===== config.mk =====
export PLATFORM = sky130hd
export DESIGN_NAME = io_control_override_table_unit
export DESIGN_NICKNAME = d
export VERILOG_FILES = /design/src/rtl/ioovr_pkg.sv /design/src/rtl/ioovr_ram.sv /design/src/rtl/ioovr_ctrl.sv /design/src/rtl/ioovr_dp.sv /design/src/rtl/io_control_override_table_unit.sv
export SDC_FILE = /design/constraint.sdc
export NUM_CORES = 1
export LEC_CHECK = 0
export BUFFER_PORTS_ARGS = -buffer_cell sky130_fd_sc_hd__buf_2
export CORE_UTILIZATION = 46
export CTS_BUF_LIST = sky130_fd_sc_hd__clkbuf_8 sky130_fd_sc_hd__clkbuf_16
export DETAILED_ROUTE_END_ITERATION = 7
export GPL_TIMING_DRIVEN = 0
export PLACE_DENSITY = 0.73
export SKIP_LAST_GASP = 1
export SLEW_MARGIN = 20
export SYNTH_ARGS = -nofsm -noshare
export SYNTH_HDL_FRONTEND = slang
export SYNTH_SLANG_ARGS = --single-unit

===== constraint.sdc =====
create_clock -name clk -period 12.11 [get_ports clk]
set_input_delay 3.0275 -clock clk [delete_from_list [all_inputs] [get_ports clk]]
set_output_delay 3.0275 -clock clk [all_outputs]
set_load 0.02 [all_outputs]

===== src/rtl/ioovr_pkg.sv =====
// ----------------------------------------------------------------------------
// ioovr_pkg - IO control override table shared definitions
// Error codes, control modes, the value clamp and the controller/datapath
// command and status groups.
// ----------------------------------------------------------------------------
package ioovr_pkg;

	// negative response codes
	localparam logic [2:0] ERR_NONE       = 3'd0;
	localparam logic [2:0] ERR_CONDITIONS = 3'd1;
	localparam logic [2:0] ERR_LENGTH     = 3'd2;
	localparam logic [2:0] ERR_RANGE      = 3'd3;
	localparam logic [2:0] ERR_SECURITY   = 3'd4;

	// control modes
	localparam logic [7:0] MODE_RETURN = 8'd0;
	localparam logic [7:0] MODE_RESET  = 8'd1;
	localparam logic [7:0] MODE_FREEZE = 8'd2;
	localparam logic [7:0] MODE_ADJUST = 8'd3;

	// largest number of stored parameter bytes
	localparam logic [3:0] VALUE_BYTES = 4'd8;

	// controller to datapath
	typedef struct packed {
		logic load;      // capture the request
		logic check;     // register verdict and response payload
		logic scan_clr;  // restart the table scan
		logic scan_run;  // step the table scan
		logic update;    // apply the table change
		logic emit;      // present the result
	} ioovr_cmd_t;

	// datapath to controller
	typedef struct packed {
		logic go_resp;   // no table work needed
		logic scan_done; // last slot compared
	} ioovr_sts_t;

	// keep the top n bytes of a 64-bit word
	function automatic logic [63:0] top_bytes_mask(input logic [3:0] n);
		logic [3:0] k;
		logic [6:0] sh;
		k = (n > 4'd8) ? 4'd8 : n;
		sh = {k, 3'b000};
		if (k == 4'd0) begin
			top_bytes_mask = 64'd0;
		end else begin
			top_bytes_mask = ~64'd0 << (7'd64 - sh);
		end
	endfunction

endpackage


===== src/rtl/ioovr_ram.sv =====
// ----------------------------------------------------------------------------
// ioovr_ram - generic single write, single read RAM
// One write port and one read port with registered read data.
// ----------------------------------------------------------------------------
module ioovr_ram #(
	parameter int WIDTH = 16,
	parameter int DEPTH = 8,
	parameter int AW    = (DEPTH > 1) ? $clog2(DEPTH) : 1
) (
	input  logic             clk,
	input  logic             we,
	input  logic [AW-1:0]    waddr,
	input  logic [WIDTH-1:0] wdata,
	input  logic [AW-1:0]    raddr,
	output logic [WIDTH-1:0] rdata
);

	logic [WIDTH-1:0] mem_q [DEPTH];

	// write port
	always_ff @(posedge clk) begin
		if (we) begin
			mem_q[waddr] <= wdata;
		end
	end

	// registered read port
	always_ff @(posedge clk) begin
		rdata <= mem_q[raddr];
	end

endmodule


===== src/rtl/ioovr_ctrl.sv =====
// ----------------------------------------------------------------------------
// ioovr_ctrl - request sequencer
// Steps each item: capture, checks, table scan and update if needed, result.
// ----------------------------------------------------------------------------
module ioovr_ctrl
	import ioovr_pkg::*;
(
	input  logic       clk,
	input  logic       arst_n,
	input  logic       start,
	output logic       busy,
	input  ioovr_sts_t sts,
	output ioovr_cmd_t cmd
);

	typedef enum logic [4:0] {
		ST_IDLE   = 5'b00001,
		ST_CHECK  = 5'b00010,
		ST_SCAN   = 5'b00100,
		ST_UPDATE = 5'b01000,
		ST_RESP   = 5'b10000
	} state_t;

	state_t state_q, state_d;

	// next state and commands
	always_comb begin
		state_d = state_q;
		cmd = '0;
		case (state_q)
			ST_IDLE: begin
				if (start) begin
					cmd.load = 1'b1;
					state_d = ST_CHECK;
				end
			end
			ST_CHECK: begin
				cmd.check = 1'b1;
				cmd.scan_clr = 1'b1;
				state_d = sts.go_resp ? ST_RESP : ST_SCAN;
			end
			ST_SCAN: begin
				cmd.scan_run = 1'b1;
				if (sts.scan_done) begin
					state_d = ST_UPDATE;
				end
			end
			ST_UPDATE: begin
				cmd.update = 1'b1;
				state_d = ST_RESP;
			end
			ST_RESP: begin
				cmd.emit = 1'b1;
				state_d = ST_IDLE;
			end
			default: begin
				state_d = ST_IDLE;
			end
		endcase
	end

	always_ff @(posedge clk or negedge arst_n) begin
		if (!arst_n) begin
			state_q <= ST_IDLE;
		end else begin
			state_q <= state_d;
		end
	end

	assign busy = (state_q != ST_IDLE);

endmodule


===== src/rtl/ioovr_dp.sv =====
// ----------------------------------------------------------------------------
// ioovr_dp - request checks and override table datapath
// Holds the captured item, the check verdict, the slot scan and the result.
// ----------------------------------------------------------------------------
module ioovr_dp
	import ioovr_pkg::*;
#(
	parameter int TABLE_ENTRIES = 8
) (
	input  logic        clk,
	input  logic        arst_n,
	input  ioovr_cmd_t  cmd,
	output ioovr_sts_t  sts,
	input  logic        context_present,
	input  logic        unlocked,
	input  logic [7:0]  req_len,
	input  logic [15:0] did,
	input  logic [7:0]  op_mode,
	input  logic [63:0] param_bytes,
	input  logic        did_known,
	input  logic        did_secured,
	input  logic        read_ok,
	input  logic [63:0] current_value,
	input  logic [3:0]  current_len,
	input  logic        suppress_positive,
	output logic        done,
	output logic        negative,
	output logic [2:0]  error_code,
	output logic [15:0] resp_did,
	output logic [1:0]  resp_mode,
	output logic [63:0] payload,
	output logic [3:0]  payload_len
);

	localparam int IDX_W = (TABLE_ENTRIES > 1) ? $clog2(TABLE_ENTRIES) : 1;
	localparam logic [IDX_W-1:0] LAST = IDX_W'(TABLE_ENTRIES - 1);

	// captured item
	logic        ctx_q, unl_q, known_q, sec_q, rok_q, sup_q;
	logic [7:0]  dlen_q, mode_q;
	logic [15:0] did_q;
	logic [63:0] par_q, cur_q;
	logic [3:0]  clen_q;

	always_ff @(posedge clk) begin
		if (cmd.load) begin
			ctx_q   <= context_present;
			unl_q   <= unlocked;
			dlen_q  <= req_len;
			did_q   <= did;
			mode_q  <= op_mode;
			par_q   <= param_bytes;
			known_q <= did_known;
			sec_q   <= did_secured;
			rok_q   <= read_ok;
			cur_q   <= current_value;
			clen_q  <= current_len;
			sup_q   <= suppress_positive;
		end
	end

	// checks in priority order
	logic [2:0]  chk_err;
	logic [7:0]  plen_raw;
	logic [3:0]  plen, clen;
	logic [63:0] chk_pay;
	logic [3:0]  chk_len;
	logic        is_remove, is_freeze, is_adjust;

	assign is_remove = (mode_q == MODE_RETURN) || (mode_q == MODE_RESET);
	assign is_freeze = (mode_q == MODE_FREEZE);
	assign is_adjust = (mode_q == MODE_ADJUST);

	always_comb begin
		chk_err = ERR_NONE;
		if (!ctx_q) begin
			chk_err = ERR_CONDITIONS;
		end else if (dlen_q < 8'd2) begin
			chk_err = ERR_LENGTH;
		end else if (!known_q) begin
			chk_err = ERR_RANGE;
		end else if (mode_q > MODE_ADJUST) begin
			chk_err = ERR_RANGE;
		end else if (sec_q && !unl_q) begin
			chk_err = ERR_SECURITY;
		end else if (is_remove) begin
			if (dlen_q != 8'd2) chk_err = ERR_LENGTH;
		end else if (is_freeze) begin
			if (dlen_q != 8'd2) chk_err = ERR_LENGTH;
			else if (!rok_q) chk_err = ERR_RANGE;
		end else if (dlen_q < 8'd3) begin
			chk_err = ERR_LENGTH;
		end
	end

	// response payload: frozen value or clamped parameters
	assign plen_raw = dlen_q - 8'd2;
	assign plen = (plen_raw > {4'd0, VALUE_BYTES}) ? VALUE_BYTES : plen_raw[3:0];
	assign clen = (clen_q > 4'd8) ? 4'd8 : clen_q;

	always_comb begin
		chk_pay = 64'd0;
		chk_len = 4'd0;
		if (is_freeze) begin
			chk_pay = cur_q & top_bytes_mask(clen);
			chk_len = clen;
		end else if (is_adjust) begin
			chk_pay = par_q & top_bytes_mask(plen);
			chk_len = plen;
		end
	end

	assign sts.go_resp = (chk_err != ERR_NONE) || is_freeze;

	// slot scan, one slot a cycle through the identifier RAM
	logic [IDX_W-1:0] cnt_q, idx_s1, match_q, free_idx_q;
	logic             issue_q, valid_s1, found_q, free_q;
	logic [15:0]      rd_did;
	logic             active_q [TABLE_ENTRIES];
	logic             ram_we;

	always_ff @(posedge clk or negedge arst_n) begin
		if (!arst_n) begin
			cnt_q    <= '0;
			issue_q  <= 1'b0;
			valid_s1 <= 1'b0;
			found_q  <= 1'b0;
			free_q   <= 1'b0;
		end else if (cmd.scan_clr) begin
			cnt_q    <= '0;
			issue_q  <= 1'b1;
			valid_s1 <= 1'b0;
			found_q  <= 1'b0;
			free_q   <= 1'b0;
		end else begin
			valid_s1 <= cmd.scan_run && issue_q;
			if (cmd.scan_run && issue_q) begin
				issue_q <= (cnt_q != LAST);
				if (cnt_q != LAST) cnt_q <= cnt_q + 1'b1;
			end
			// first active match and first free slot
			if (valid_s1) begin
				if (active_q[idx_s1] && rd_did == did_q && !found_q) begin
					found_q <= 1'b1;
				end
				if (!active_q[idx_s1] && !free_q) begin
					free_q <= 1'b1;
				end
			end
		end
	end

	always_ff @(posedge clk) begin
		idx_s1 <= cnt_q;
		if (valid_s1 && active_q[idx_s1] && rd_did == did_q && !found_q) begin
			match_q <= idx_s1;
		end
		if (valid_s1 && !active_q[idx_s1] && !free_q) begin
			free_idx_q <= idx_s1;
		end
	end

	assign sts.scan_done = valid_s1 && (idx_s1 == LAST);

	// table change: remove, claim a slot, or table full
	assign ram_we = cmd.update && is_adjust && !found_q && free_q;

	always_ff @(posedge clk or negedge arst_n) begin
		if (!arst_n) begin
			for (int i = 0; i < TABLE_ENTRIES; i++) active_q[i] <= 1'b0;
		end else if (cmd.update) begin
			if (is_remove && found_q) active_q[match_q] <= 1'b0;
			if (ram_we) active_q[free_idx_q] <= 1'b1;
		end
	end

	// override values are never read back, so only identifiers are kept
	ioovr_ram #(
		.WIDTH (16),
		.DEPTH (TABLE_ENTRIES),
		.AW    (IDX_W)
	) u_did_ram (
		.clk   (clk),
		.we    (ram_we),
		.waddr (free_idx_q),
		.wdata (did_q),
		.raddr (cnt_q),
		.rdata (rd_did)
	);

	// verdict and response
	logic [2:0]  err_q;
	logic [63:0] pay_q;
	logic [3:0]  plen_q;

	always_ff @(posedge clk) begin
		if (cmd.check) begin
			err_q  <= chk_err;
			pay_q  <= chk_pay;
			plen_q <= chk_len;
		end else if (cmd.update && is_adjust && !found_q && !free_q) begin
			err_q <= ERR_RANGE;
		end
	end

	// result registers, strobe for one cycle
	logic neg;
	assign neg = (err_q != ERR_NONE);

	always_ff @(posedge clk or negedge arst_n) begin
		if (!arst_n) begin
			done <= 1'b0;
		end else begin
			done <= cmd.emit && (neg || !sup_q);
		end
	end

	always_ff @(posedge clk) begin
		if (cmd.emit) begin
			negative    <= neg;
			error_code  <= err_q;
			resp_did    <= neg ? 16'd0 : did_q;
			resp_mode   <= neg ? 2'd0 : mode_q[1:0];
			payload     <= neg ? 64'd0 : pay_q;
			payload_len <= neg ? 4'd0 : plen_q;
		end
	end

endmodule


===== src/rtl/io_control_override_table_unit.sv =====
// ----------------------------------------------------------------------------
// io_control_override_table_unit - IO control request handler
// Checks one diagnostic IO control request and maintains the override table.
// ----------------------------------------------------------------------------
// Usage:
//   Present a request on the input ports and raise start; it is taken at the
//   clock edge where start is high and busy is low. busy stays high until the
//   item is finished.
//   A result appears on the result ports for one cycle with done high. A
//   suppressed positive answer gives no done pulse. The receiver cannot
//   stall; the result is gone after that cycle.
//   Order: a request rejected by the checks, or a freeze, goes from capture
//   through the checks straight to its result. Return, reset-default and
//   adjust requests that pass the checks scan the table one slot a cycle
//   through the identifier RAM read port and update it before the result.
//   A new item may start in the cycle the result is shown.
//   Reset: arst_n clears the sequencer, the strobe and every slot's active
//   flag at once, so the table is empty with no clearing pass.
// ----------------------------------------------------------------------------
module io_control_override_table_unit
	import ioovr_pkg::*;
#(
	parameter int TABLE_ENTRIES = 8
) (
	input  logic        clk,
	input  logic        arst_n,
	input  logic        start,
	output logic        busy,
	input  logic        context_present,
	input  logic        unlocked,
	input  logic [7:0]  req_len,
	input  logic [15:0] did,
	input  logic [7:0]  op_mode,
	input  logic [63:0] param_bytes,
	input  logic        did_known,
	input  logic        did_secured,
	input  logic        read_ok,
	input  logic [63:0] current_value,
	input  logic [3:0]  current_len,
	input  logic        suppress_positive,
	output logic        done,
	output logic        negative,
	output logic [2:0]  error_code,
	output logic [15:0] resp_did,
	output logic [1:0]  resp_mode,
	output logic [63:0] payload,
	output logic [3:0]  payload_len
);

	ioovr_cmd_t cmd;
	ioovr_sts_t sts;

	// sequencer
	ioovr_ctrl u_ctrl (
		.clk    (clk),
		.arst_n (arst_n),
		.start  (start),
		.busy   (busy),
		.sts    (sts),
		.cmd    (cmd)
	);

	// checks and table
	ioovr_dp #(
		.TABLE_ENTRIES (TABLE_ENTRIES)
	) u_dp (
		.clk               (clk),
		.arst_n            (arst_n),
		.cmd               (cmd),
		.sts               (sts),
		.context_present   (context_present),
		.unlocked          (unlocked),
		.req_len           (req_len),
		.did               (did),
		.op_mode           (op_mode),
		.param_bytes       (param_bytes),
		.did_known         (did_known),
		.did_secured       (did_secured),
		.read_ok           (read_ok),
		.current_value     (current_value),
		.current_len       (current_len),
		.suppress_positive (suppress_positive),
		.done              (done),
		.negative          (negative),
		.error_code        (error_code),
		.resp_did          (resp_did),
		.resp_mode         (resp_mode),
		.payload           (payload),
		.payload_len       (payload_len)
	);

endmodule


Yosys cells after proc, flatten, opt, wreduce, memory -nomap -nowiden
Memory sizes are Yosys's and may differ from the RTL's. A register that Yosys moved wholly into a read port is not among the register bits.
Index checks and enable logic that the tools add are counted.

storage, ports and cells
  RAM bits = 128
  bits of input ports = 173
  word-level logic and storage cells = 183
  memories kept = 1
  flip-flop bits (word level) = 361

memory list
  name                  depth  width  rd ports  clocked after Yosys merged registers in  wr ports  line             RTL
  u_dp.u_did_ram.mem_q  8      16     1         1                                        1         ioovr_ram.sv:18  logic [WIDTH-1:0] mem_q [DEPTH];

cells by class
  equality and inequality tests = 15
  shift-type cells = 2
  magnitude comparators = 12
  bitwise operators = 8
  muxes and demuxes = 60
  $add $sub $neg = 4
  reductions and logical operators = 42

operators by type and width
  kind                     count
  $mux W64                 7
  $and A64 B64 Y64         2
  $shl A64 B7 Y64 const A  2
  $mux W3                  13
  $mux W4                  6
  $mux W8                  3
  $mux W1                  20
  $pmux W5 S4              1
  $logic_and A1 B1 Y1      19
  $eq A16 B16 Y1           1
  $eq A8 B2 Y1 const B     2
  $lt A8 B2 Y1 const B     2
  $mux W5                  3
  $sub A7 B7 Y7 const A    2
  $ge A4 B4 Y1 const B     3
  $gt A4 B4 Y1 const B     3
  $not A3 Y4               3
  $reduce_bool A2 Y1       6
  $and A8 B8 Y8            1
  $eq A8 B1 Y1 const B     1
  $gt A8 B2 Y1 const B     1
  $gt A8 B4 Y1 const B     1
  $logic_not A4 Y1         2
  $logic_not A8 Y1         1
  22 further kinds         38

Longest topological paths before layout
Gate-level depths: netlist of run 1.

  word-level depth = 13
  gate-level depth with buffers = 16
  gate-level depth less buffers = 13

Hierarchy
A second synthesis of run 1 with hierarchy kept.

second synthesis, totals
  cell total of the unflattened synthesis = 968
  area total of the unflattened synthesis = 18714.2 um^2

modules (own cells, without submodules)
  module      instances  area each (um^2)  cells each
  ioovr_dp    1          13090.1           722
  ioovr_ram   1          5293.8            214
  ioovr_ctrl  1          330.3             32

Worst setup path after synthesis of run 1
Ideal clock, no wire load.

  path kind = register -> register
  start = register u_ctrl.state_q[3]
  end = register u_dp.error_code[0], enable pin
  cell stages (with the launch flop) = 3
  path slack = 4.111 ns
  arrival time = 7.331 ns
  period minus slack after synthesis = 7.999 ns
  library setup time = 0.668 ns
  cell sequence = dfrtp_1 -> or3_1 -> nor3b_1

between the ends
  word-level cells in the longest chain between the ends = 2

ends and longest elaborated chain
  item                      line              RTL
  start: declaration        ioovr_ctrl.sv:24  state_t state_q, state_d;
  start signal: assignment  ioovr_ctrl.sv:66  state_q <= state_d;
  $eq A5 B5 Y1              ioovr_ctrl.sv:30  case (state_q)
  $mux W1                   ioovr_ctrl.sv:30
  end signal: assignment    ioovr_dp.sv:221   error_code <= err_q;
  end: declaration          ioovr_dp.sv:28    output logic [2:0] error_code,

No other way between the ends.
A chain may end at the register's enable or synchronous reset.

Worst setup path after layout of run 1
  start = register u_ctrl.state_q[4]
  end = output busy

between the ends
  word-level cells in the longest chain between the ends = 1

ends and longest elaborated chain
  item              line                                  RTL
  $ne A5 B1 Y1      ioovr_ctrl.sv:70                      assign busy = (state_q != ST_IDLE);
  end: declaration  io_control_override_table_unit.sv:28  output logic busy,

No other way between the ends.

==> run_summary.xml, run 1 <==
<?xml version="1.0" encoding="UTF-8"?>
<metrics>
  <group name="synthesis">
    <metric name="post_synth_instance_area" unit="mm^2">0.0188</metric>
    <metric name="synth_sequential_area_ratio" unit="%">79.2</metric>
    <metric name="synth_ff_type" unit="">sky130_fd_sc_hd__edfxtp_1</metric>
    <metric name="synth.cells.most_frequent" unit="">sky130_fd_sc_hd__edfxtp_1 (465), sky130_fd_sc_hd__and2_1 (90), sky130_fd_sc_hd__nand2_1 (45)</metric>
    <metric name="synth-warning-count" unit="">0</metric>
    <metric name="netlist.top_cell.by_area" unit="">sky130_fd_sc_hd__edfxtp_1</metric>
    <metric name="synth.distinct_cells" unit="">56</metric>
    <metric name="synth.ff_latch_count" unit="">505</metric>
    <metric name="synthMostInstantiatedCell" unit="">sky130_fd_sc_hd__edfxtp_1</metric>
    <metric name="synth.area.top_cells" unit="">sky130_fd_sc_hd__edfxtp_1 (74%), sky130_fd_sc_hd__mux4_2 (4.1%), sky130_fd_sc_hd__and2_1 (3.0%)</metric>
    <metric name="synth_enable_flop_cells" unit="">465</metric>
    <metric name="netlist.area_leader.share" unit="%">74.4</metric>
    <metric name="postSynthNetCount" unit="">1211</metric>
    <metric name="async_flop_share" unit="%">4.16</metric>
    <metric name="netlist_instances" unit="">1029</metric>
    <metric name="syn_avg_cell_area" unit="um^2">18.2</metric>
  </group>
  <group name="routing">
    <metric name="drt.antenna.violating_nets" unit="">0</metric>
    <metric name="first_pass_iters" unit="">5</metric>
    <metric name="dr_total_vias" unit="">10200</metric>
    <metric name="avgViaCountPerCell" unit="">5.28</metric>
    <metric name="drt_wl_total" unit="um">40700</metric>
    <metric name="drc_errors" unit="">0</metric>
    <metric name="wl_per_cell" unit="um">21.0</metric>
    <metric name="drt-initial-drc-count" unit="">648</metric>
  </group>
  <group name="final_layout">
    <metric name="finish.cell_count_without_fillers" unit="">1938</metric>
    <metric name="final_area" unit="mm^2">0.0227</metric>
    <metric name="final_layout_size_suffix_gt1_share" unit="%">32.6</metric>
    <metric name="area_overhead_of_the_layout_relative_to_synthesis" unit="%">21.0</metric>
    <metric name="final_net_count" unit="">1552</metric>
  </group>
  <group name="cts">
    <metric name="clock_latency_reported_for_the_late_side_of_the_worst_skew_pair" unit="ps">590</metric>
    <metric name="cts_htree_levels" unit="">2</metric>
    <metric name="post_cts_hold_buffer_count" unit="">0</metric>
    <metric name="clock_buffer_count_from_cts" unit="">51</metric>
    <metric name="clkSlewWorstSetupHoldPaths" unit="ps">60</metric>
    <metric name="post_cts_resized" unit="">0</metric>
    <metric name="clock_tree.root_cell" unit="">sky130_fd_sc_hd__clkbuf_16</metric>
    <metric name="cts.path.max_buffers" unit="">3</metric>
    <metric name="post_cts.repair.setup_buffers" unit="">0</metric>
    <metric name="clock_sinks" unit="">505</metric>
    <metric name="cts_tree" unit="">yes</metric>
  </group>
  <group name="floorplanning">
    <metric name="core_area" unit="mm^2">0.0400</metric>
    <metric name="design.portCount" unit="">265</metric>
    <metric name="chip_height" unit="um">204</metric>
    <metric name="rows" unit="">73</metric>
    <metric name="die_area" unit="mm^2">0.0416</metric>
    <metric name="die_width" unit="um">204</metric>
    <metric name="start_util" unit="%">46.9</metric>
  </group>
  <group name="global_routing">
    <metric name="grt_util_met1" unit="%">23.6</metric>
    <metric name="groute.layer.met3.usage" unit="%">6.31</metric>
    <metric name="grt_pass1_vias" unit="">10300</metric>
    <metric name="use_met2" unit="%">34.1</metric>
    <metric name="globalRouteTotalUtil" unit="%">19.9</metric>
    <metric name="grt_overflow_total" unit="">0</metric>
    <metric name="grt_most_used_layer" unit="">met2</metric>
    <metric name="grt_antenna_before_repair" unit="">12</metric>
    <metric name="grt_max_degree" unit="">76</metric>
    <metric name="grt_first_pass_wirelength" unit="um">60900</metric>
  </group>
  <group name="power">
    <metric name="clock_power_share" unit="%">37.1</metric>
    <metric name="power_frac_seq" unit="%">55.0</metric>
    <metric name="swShare" unit="%">23.5</metric>
    <metric name="total_power_divided_by_cell_area" unit="mW/mm^2">181</metric>
    <metric name="p_int" unit="mW">3.15</metric>
    <metric name="max-vdd-ir-drop" unit="V">0.000175</metric>
    <metric name="switchingPower" unit="uW">965</metric>
    <metric name="share_comb_of_total_power" unit="%">7.9</metric>
    <metric name="leakagePower" unit="nW">8.14</metric>
  </group>
  <group name="sta">
    <metric name="rsz_0062_raised_after_global_routing" unit="">false</metric>
    <metric name="fin_crit" unit="ps">4960</metric>
    <metric name="timing.clock.skew" unit="ps">22.8</metric>
    <metric name="finalSetupTns" unit="ps">0</metric>
    <metric name="hold_violations" unit="">0</metric>
    <metric name="share_of_the_clock_period_used_by_the_worst_path_after_layout" unit="%">40.9</metric>
    <metric name="finalSetupViolations" unit="">0</metric>
    <metric name="slew_viol_final" unit="">0</metric>
    <metric name="max_slew.worst_pin.slew" unit="ps">1010</metric>
    <metric name="maximum_clock_rate" unit="GHz">0.202</metric>
    <metric name="max_slew_margin" unit="%">31.8</metric>
  </group>
  <group name="worst_setup_path">
    <metric name="worst-endpoint-arrival" unit="ps">1930</metric>
    <metric name="crit_fanout" unit="">4</metric>
    <metric name="critical_path_required" unit="ps">9080</metric>
    <metric name="worst_setup_path_type" unit="">reg2out</metric>
    <metric name="crit_path_start_kind" unit="">flip-flop</metric>
    <metric name="critPathCaptureType" unit="">output pin</metric>
  </group>
  <group name="placed_design">
    <metric name="dpl.cell_count" unit="">1842</metric>
    <metric name="io_buffer_count" unit="">264</metric>
    <metric name="dpl-instance-area" unit="mm^2">0.0211</metric>
    <metric name="dp_hpwl" unit="um">28000</metric>
    <metric name="gp_congestion" unit="">0.846</metric>
  </group>
  <group name="flow_run">
    <metric name="maxCapViolations" unit="">0</metric>
  </group>
  <group name="min_path">
    <metric name="holdCritPathClass" unit="">reg2reg</metric>
  </group>
  <group name="run_status">
    <metric name="status" unit="">finished, final reports clean</metric>
  </group>
</metrics>
==> metrics by stage <==
| step | power (mW) | utilization, % | hold slack, ps | worst slack [ps] |
|---|---|---|---|---|
| 3_5_place_dp | 2.63 | 52.7 | 392 | 7250 |
| 5_1_grt | 4.26 | 56.8 | 422 | 7000 |
| 6_report | 4.11 | 56.8 | 401 | 7150 |
| 4_1_cts | 4.15 | 56.8 | 402 | 7110 |
| 3_3_place_gp | 2.64 | 51.9 | 385 | -132 |
| 2_1_floorplan | 2.48 | - | 369 | 4110 |
==> layer usage <==
layer / vias to the layer above / share of wire, %
li1: 4697 / -
met1: 5050 / 37
met2: 371 / 51
met3: 88 / 9.1
met4: 20 / 2.5
met5: - / 0.28
==> registers in the layout (all words and copies together), names as in the netlist, 2 cells and up <==
register              cells
u_dp.error_code           3
u_dp.resp_did            16
u_dp.dlen_q               8
u_dp.u_did_ram.mem_q    128
u_dp.resp_mode            2
u_dp.free_idx_q           3
u_dp.idx_s1               3
u_dp.pay_q               64
u_dp.did_q               16
u_dp.mode_q               8
u_dp.clen_q               4
u_dp.par_q               64
u_dp.payload             64
u_dp.cur_q               64
u_dp.payload_len          4
u_dp.err_q                3
u_dp.cnt_q                3
u_ctrl.state_q            5
u_dp.active_q             8
u_dp.u_did_ram.rdata     16
u_dp.match_q              3
u_dp.plen_q               4
==> critical path, cell delays in order (launching register included) <==
cell and delay [ps]:
sky130_fd_sc_hd__dfrtp_1 400, sky130_fd_sc_hd__nor4_1 510, sky130_fd_sc_hd__nand2_1 210, sky130_fd_sc_hd__buf_2 210
==> path summary, 6_finish.rpt <==
path / endpoint / cells after the start / startpoint / slack [ps]
min reg2reg: u_dp.idx_s1[2] / 0 / u_dp.cnt_q[2] / 400
max reg2reg: u_dp.pay_q[19] / 16 / u_dp.dlen_q[1] / 8180
min: u_dp.idx_s1[2] / 0 / u_dp.cnt_q[2] / 400
min in group asynchronous: u_ctrl.state_q[2] / 1 / arst_n / 2390
max in group asynchronous: u_ctrl.state_q[0] / 1 / arst_n / 9350
max: busy / 3 / u_ctrl.state_q[4] / 7150
==> cells in the final DEF, fill, tap and decap left out, types with 23 or more instances in the layout <==
master | synthesis | routed
sky130_fd_sc_hd__and2_1 | 90 | 90
sky130_fd_sc_hd__buf_2 | 12 | 276
sky130_fd_sc_hd__clkbuf_16 | 0 | 52
sky130_fd_sc_hd__edfxtp_1 | 465 | 465
sky130_fd_sc_hd__inv_1 | 8 | 23
sky130_fd_sc_hd__mux4_2 | 34 | 34
sky130_fd_sc_hd__nand2_1 | 45 | 45
sky130_fd_sc_hd__nand3_1 | 37 | 37
sky130_fd_sc_hd__o21ai_0 | 37 | 37
sky130_fd_sc_hd__o2bb2ai_1 | 32 | 32
==> cell families (layout without fill, tap and decap cells) <==
| family | after synthesis | in the layout | share of synthesized area (%) |
|---|---|---|---|
| compound gates | 113 | 113 | 4.23 |
| xor+xnor | 18 | 18 | 0.840 |
| fa+ha+maj | 9 | 9 | 0.600 |
| buf+inv | 55 | 437 | 1.39 |
| flops | 505 | 505 | 79.2 |
| mux | 54 | 54 | 5.26 |
| other cells | 0 | 2 | 0 |
| simple gates | 275 | 275 | 8.46 |
==> power groups by stage <==
stage               registers [mW]  logic, mW  clock network, mW
finish                        2.26      0.327               1.53
global route                  2.28      0.360               1.62
CTS                           2.26      0.334               1.55
detailed placement            2.29      0.333                  0
global placement              2.34      0.292                  0
floorplan                     2.31      0.170                  0
==> final cells by class <==
class                           count  area (um^2)
Tap cell                          525          657
Clock inverter                     37          267
Inverter                            9         38.8
Multi-Input combinational cell    469         3680
Antenna cell                        2         5.00
Buffer                             46          228
Fill cell                        3092        17300
Timing Repair Buffer              288         1600
Sequential cell                   505        14900
Clock buffer                       57         1370
No activity file was read; power rests on OpenSTA's default activity.
==> run 2, diff against run 1 <==
--- a/config.mk
+++ b/config.mk
@@ -5,6 +5,7 @@
 export SDC_FILE = /design/constraint.sdc
 export NUM_CORES = 1
 export LEC_CHECK = 0
+export ABC_AREA = 1
 export BUFFER_PORTS_ARGS = -buffer_cell sky130_fd_sc_hd__buf_2
 export CORE_UTILIZATION = 46
 export CTS_BUF_LIST = sky130_fd_sc_hd__clkbuf_8 sky130_fd_sc_hd__clkbuf_16
==> constraint.sdc (replaced) <==
create_clock -name clk -period 4.6 [get_ports clk]
set_input_delay 1.15 -clock clk [delete_from_list [all_inputs] [get_ports clk]]
set_output_delay 1.15 -clock clk [all_outputs]
set_load 0.02 [all_outputs]
==> run_summary.xml, run 2 <==
<?xml version="1.0" encoding="UTF-8"?>
<metrics>
  <group name="worst_setup_path">
    <metric name="r2r-start" unit="">u_dp.dlen_q[1]</metric>
    <metric name="worstSetupStartpoint" unit="">u_dp.dlen_q[1]</metric>
    <metric name="worst-endpoint-arrival" unit="ps">3840</metric>
    <metric name="worst_setup_path_type" unit="">reg2reg</metric>
    <metric name="crit_path_start_kind" unit="">flip-flop</metric>
    <metric name="critical_path_required" unit="ps">5000</metric>
    <metric name="crit_fanout" unit="">9</metric>
    <metric name="critPathCaptureType" unit="">flip-flop</metric>
  </group>
  <group name="floorplanning">
    <metric name="die_width" unit="um">207</metric>
    <metric name="chip_height" unit="um">207</metric>
    <metric name="start_util" unit="%">47.1</metric>
    <metric name="design.portCount" unit="">265</metric>
    <metric name="rows" unit="">74</metric>
    <metric name="die_area" unit="mm^2">0.0431</metric>
    <metric name="core_area" unit="mm^2">0.0412</metric>
  </group>
  <group name="power">
    <metric name="total_power_divided_by_cell_area" unit="mW/mm^2">539</metric>
    <metric name="total_power" unit="mW">12.7</metric>
    <metric name="swShare" unit="%">28.3</metric>
    <metric name="max-vdd-ir-drop" unit="V">0.000402</metric>
    <metric name="leakagePower" unit="nW">9.09</metric>
    <metric name="clock_power_share" unit="%">31.9</metric>
    <metric name="share_comb_of_total_power" unit="%">16.1</metric>
    <metric name="switchingPower" unit="mW">3.60</metric>
    <metric name="power_frac_seq" unit="%">52.0</metric>
    <metric name="p_int" unit="mW">9.10</metric>
  </group>
  <group name="routing">
    <metric name="wl_per_cell" unit="um">19.5</metric>
    <metric name="dr_total_vias" unit="">12800</metric>
    <metric name="drt_wl_total" unit="um">47500</metric>
    <metric name="drt-initial-drc-count" unit="">1134</metric>
    <metric name="drc_errors" unit="">1</metric>
    <metric name="avgViaCountPerCell" unit="">5.24</metric>
    <metric name="first_pass_iters" unit="">8</metric>
    <metric name="drt.antenna.violating_nets" unit="">0</metric>
  </group>
  <group name="sta">
    <metric name="slew_viol_final" unit="">0</metric>
    <metric name="finalSetupTns" unit="ps">0</metric>
    <metric name="finalSetupViolations" unit="">0</metric>
    <metric name="max_slew_margin" unit="%">42.9</metric>
    <metric name="rsz_0062_raised_after_global_routing" unit="">false</metric>
    <metric name="max_slew.worst_pin.slew" unit="ps">856</metric>
    <metric name="hold_violations" unit="">0</metric>
    <metric name="share_of_the_clock_period_used_by_the_worst_path_after_layout" unit="%">74.7</metric>
    <metric name="fin_crit" unit="ps">3440</metric>
    <metric name="timing.clock.skew" unit="ps">29.1</metric>
    <metric name="maximum_clock_rate" unit="GHz">0.291</metric>
  </group>
  <group name="global_routing">
    <metric name="grt_first_pass_wirelength" unit="um">72100</metric>
    <metric name="grt_antenna_before_repair" unit="">17</metric>
    <metric name="grt_max_degree" unit="">22</metric>
    <metric name="grt_pass1_vias" unit="">12800</metric>
    <metric name="grt_overflow_total" unit="">0</metric>
    <metric name="globalRouteTotalUtil" unit="%">22.1</metric>
  </group>
  <group name="placed_design">
    <metric name="dp_hpwl" unit="um">34000</metric>
    <metric name="io_buffer_count" unit="">264</metric>
    <metric name="dpl.cell_count" unit="">2333</metric>
    <metric name="gp_congestion" unit="">0.944</metric>
  </group>
  <group name="min_path">
    <metric name="holdCritPathClass" unit="">reg2reg</metric>
    <metric name="hold_path.startpoint" unit="">u_dp.cnt_q[2]</metric>
  </group>
  <group name="cts">
    <metric name="post_cts_hold_buffer_count" unit="">0</metric>
    <metric name="clock_latency_reported_for_the_late_side_of_the_worst_skew_pair" unit="ps">600</metric>
    <metric name="post_cts.repair.setup_buffers" unit="">0</metric>
    <metric name="clock_tree.root_cell" unit="">sky130_fd_sc_hd__clkbuf_16</metric>
    <metric name="clkSlewWorstSetupHoldPaths" unit="ps">60</metric>
    <metric name="post_cts_resized" unit="">0</metric>
    <metric name="cts_htree_levels" unit="">2</metric>
    <metric name="cts.path.max_buffers" unit="">3</metric>
    <metric name="cts_tree" unit="">yes</metric>
    <metric name="clock_sinks" unit="">505</metric>
    <metric name="clock_buffer_count_from_cts" unit="">51</metric>
  </group>
  <group name="synthesis">
    <metric name="netlist_instances" unit="">1502</metric>
    <metric name="synth.cells.most_frequent" unit="">sky130_fd_sc_hd__edfxtp_1 (465), sky130_fd_sc_hd__nor2_1 (263), sky130_fd_sc_hd__inv_1 (165)</metric>
    <metric name="synth.area.top_cells" unit="">sky130_fd_sc_hd__edfxtp_1 (72%), sky130_fd_sc_hd__nor2_1 (5.1%), sky130_fd_sc_hd__inv_1 (3.2%)</metric>
    <metric name="netlist.top_cell.by_area" unit="">sky130_fd_sc_hd__edfxtp_1</metric>
    <metric name="post_synth_instance_area" unit="mm^2">0.0194</metric>
    <metric name="syn_avg_cell_area" unit="um^2">12.9</metric>
    <metric name="postSynthNetCount" unit="">1684</metric>
    <metric name="synth-warning-count" unit="">0</metric>
    <metric name="synth.ff_latch_count" unit="">505</metric>
    <metric name="synthMostInstantiatedCell" unit="">sky130_fd_sc_hd__edfxtp_1</metric>
    <metric name="async_flop_share" unit="%">4.16</metric>
    <metric name="synth_ff_type" unit="">sky130_fd_sc_hd__edfxtp_1</metric>
    <metric name="synth_enable_flop_cells" unit="">465</metric>
    <metric name="synth.distinct_cells" unit="">38</metric>
    <metric name="netlist.area_leader.share" unit="%">71.9</metric>
    <metric name="synth_sequential_area_ratio" unit="%">76.6</metric>
  </group>
  <group name="final_layout">
    <metric name="finish.cell_count_without_fillers" unit="">2438</metric>
    <metric name="final_cell_mix" unit="">sky130_fd_sc_hd__edfxtp_1 (465), sky130_fd_sc_hd__buf_2 (274), sky130_fd_sc_hd__nor2_1 (254)</metric>
    <metric name="area_overhead_of_the_layout_relative_to_synthesis" unit="%">21.2</metric>
    <metric name="final_net_count" unit="">2036</metric>
    <metric name="largest_register_ffs" unit="">128</metric>
    <metric name="final_layout_size_suffix_gt1_share" unit="%">23.3</metric>
    <metric name="largest-register" unit="">u_dp.u_did_ram.mem_q</metric>
    <metric name="mostFrequentLayoutCell" unit="">sky130_fd_sc_hd__edfxtp_1</metric>
  </group>
  <group name="run_status">
    <metric name="failed_checks" unit="">design-rule violations</metric>
    <metric name="status" unit="">complete, but fails checks</metric>
  </group>
  <group name="flow_run">
    <metric name="maxCapViolations" unit="">0</metric>
  </group>
</metrics>
-- run 2: cell count changes in the layout (fill, tap and decap cells not counted), sizes merged, moves of 32 or more --
cell     before  now
o2bb2ai      32    0
nand3        37   92
nor2         22  277
mux4         34    0
o21ai        45  131
inv          27  192
nand2        45  158
and2         90    0
-- run 2: critical path: stages (launching register included) --
cell	delay (ps)
sky130_fd_sc_hd__edfxtp_1	440
sky130_fd_sc_hd__inv_2	140
sky130_fd_sc_hd__ha_1	240
sky130_fd_sc_hd__nand2_1	90
sky130_fd_sc_hd__xor2_1	160
sky130_fd_sc_hd__nor2_2	190
sky130_fd_sc_hd__nand2_2	110
sky130_fd_sc_hd__nor2_4	210
sky130_fd_sc_hd__inv_2	70
sky130_fd_sc_hd__nor2_4	100
sky130_fd_sc_hd__inv_2	40
sky130_fd_sc_hd__ha_1	170
sky130_fd_sc_hd__inv_1	70
sky130_fd_sc_hd__ha_1	110
sky130_fd_sc_hd__clkbuf_1	360
sky130_fd_sc_hd__inv_1	140
sky130_fd_sc_hd__nand2_1	90
sky130_fd_sc_hd__nand2_1	220
sky130_fd_sc_hd__o21ai_0	300
-- run 2: worst paths after layout --
kind	slack (ps)	to	cells past startpoint
worst max-delay path	1160	u_dp.pay_q[55]	18
worst min-delay path	400	u_dp.idx_s1[2]	0
worst max register to register	1160	u_dp.pay_q[55]	18
worst min register to register	400	u_dp.idx_s1[2]	0
max in group asynchronous	3710	u_ctrl.state_q[0]	1
min in group asynchronous	530	u_dp.active_q[7]	1
-- run 2: final cells by class --
| type | instances | area (um^2) |
|---|---|---|
| antenna | 12 | 30.0 |
| fill | 3234 | 17700 |
| timing repair buffer | 299 | 1750 |
| buffer | 49 | 226 |
| multi-input combinational | 772 | 3720 |
| clock inverter | 40 | 328 |
| sequential | 505 | 14900 |
| inverter | 176 | 661 |
| clock buffer | 53 | 1300 |
| tap | 532 | 666 |
-- run 2: logic make-up after synthesis --
kind of cell | Yosys count | synth area share (%)
xor gates and xnor gates | 5 | 0.225
and+or+nand+nor | 586 | 13.3
AOI/OAI and AO/OA | 172 | 4.79
adders and majority gates | 9 | 0.580
DFF | 505 | 76.6
buffers and inverters | 225 | 4.57
-- run 2: power groups by stage --
stage / Sequential [mW] / Combinational, mW / Clock (mW)
2_1_floorplan: 6.76 / 1.04 / 0
3_3_place_gp: 6.55 / 1.47 / 0
3_5_place_dp: 6.69 / 2.04 / 0
4_1_cts: 6.60 / 2.05 / 4.11
5_1_grt: 6.67 / 2.23 / 4.27
6_report: 6.60 / 2.04 / 4.06
-- run 2: layer usage --
layer	global-route usage (%)	wire [um]	vias up
met5	0	92	-
met4	9.91	1780	12
met3	5.17	3810	129
met2	37.3	23300	570
met1	26.9	18500	6128
li1	-	-	5936
-- run 2: stage by stage --
stage / hold WS (ps) / instance area [um^2] / setup WS [ps] / utilization [%]
6_report: 399 / 23600 / 1160 / 57.2
3_5_place_dp: 387 / 21900 / 1200 / 53.1
5_1_grt: 420 / 23500 / 893 / 57.1
3_3_place_gp: 389 / 21400 / -3020 / 52.0
2_1_floorplan: 373 / 19500 / -1100 / -
4_1_cts: 400 / 23500 / 1180 / 57.1
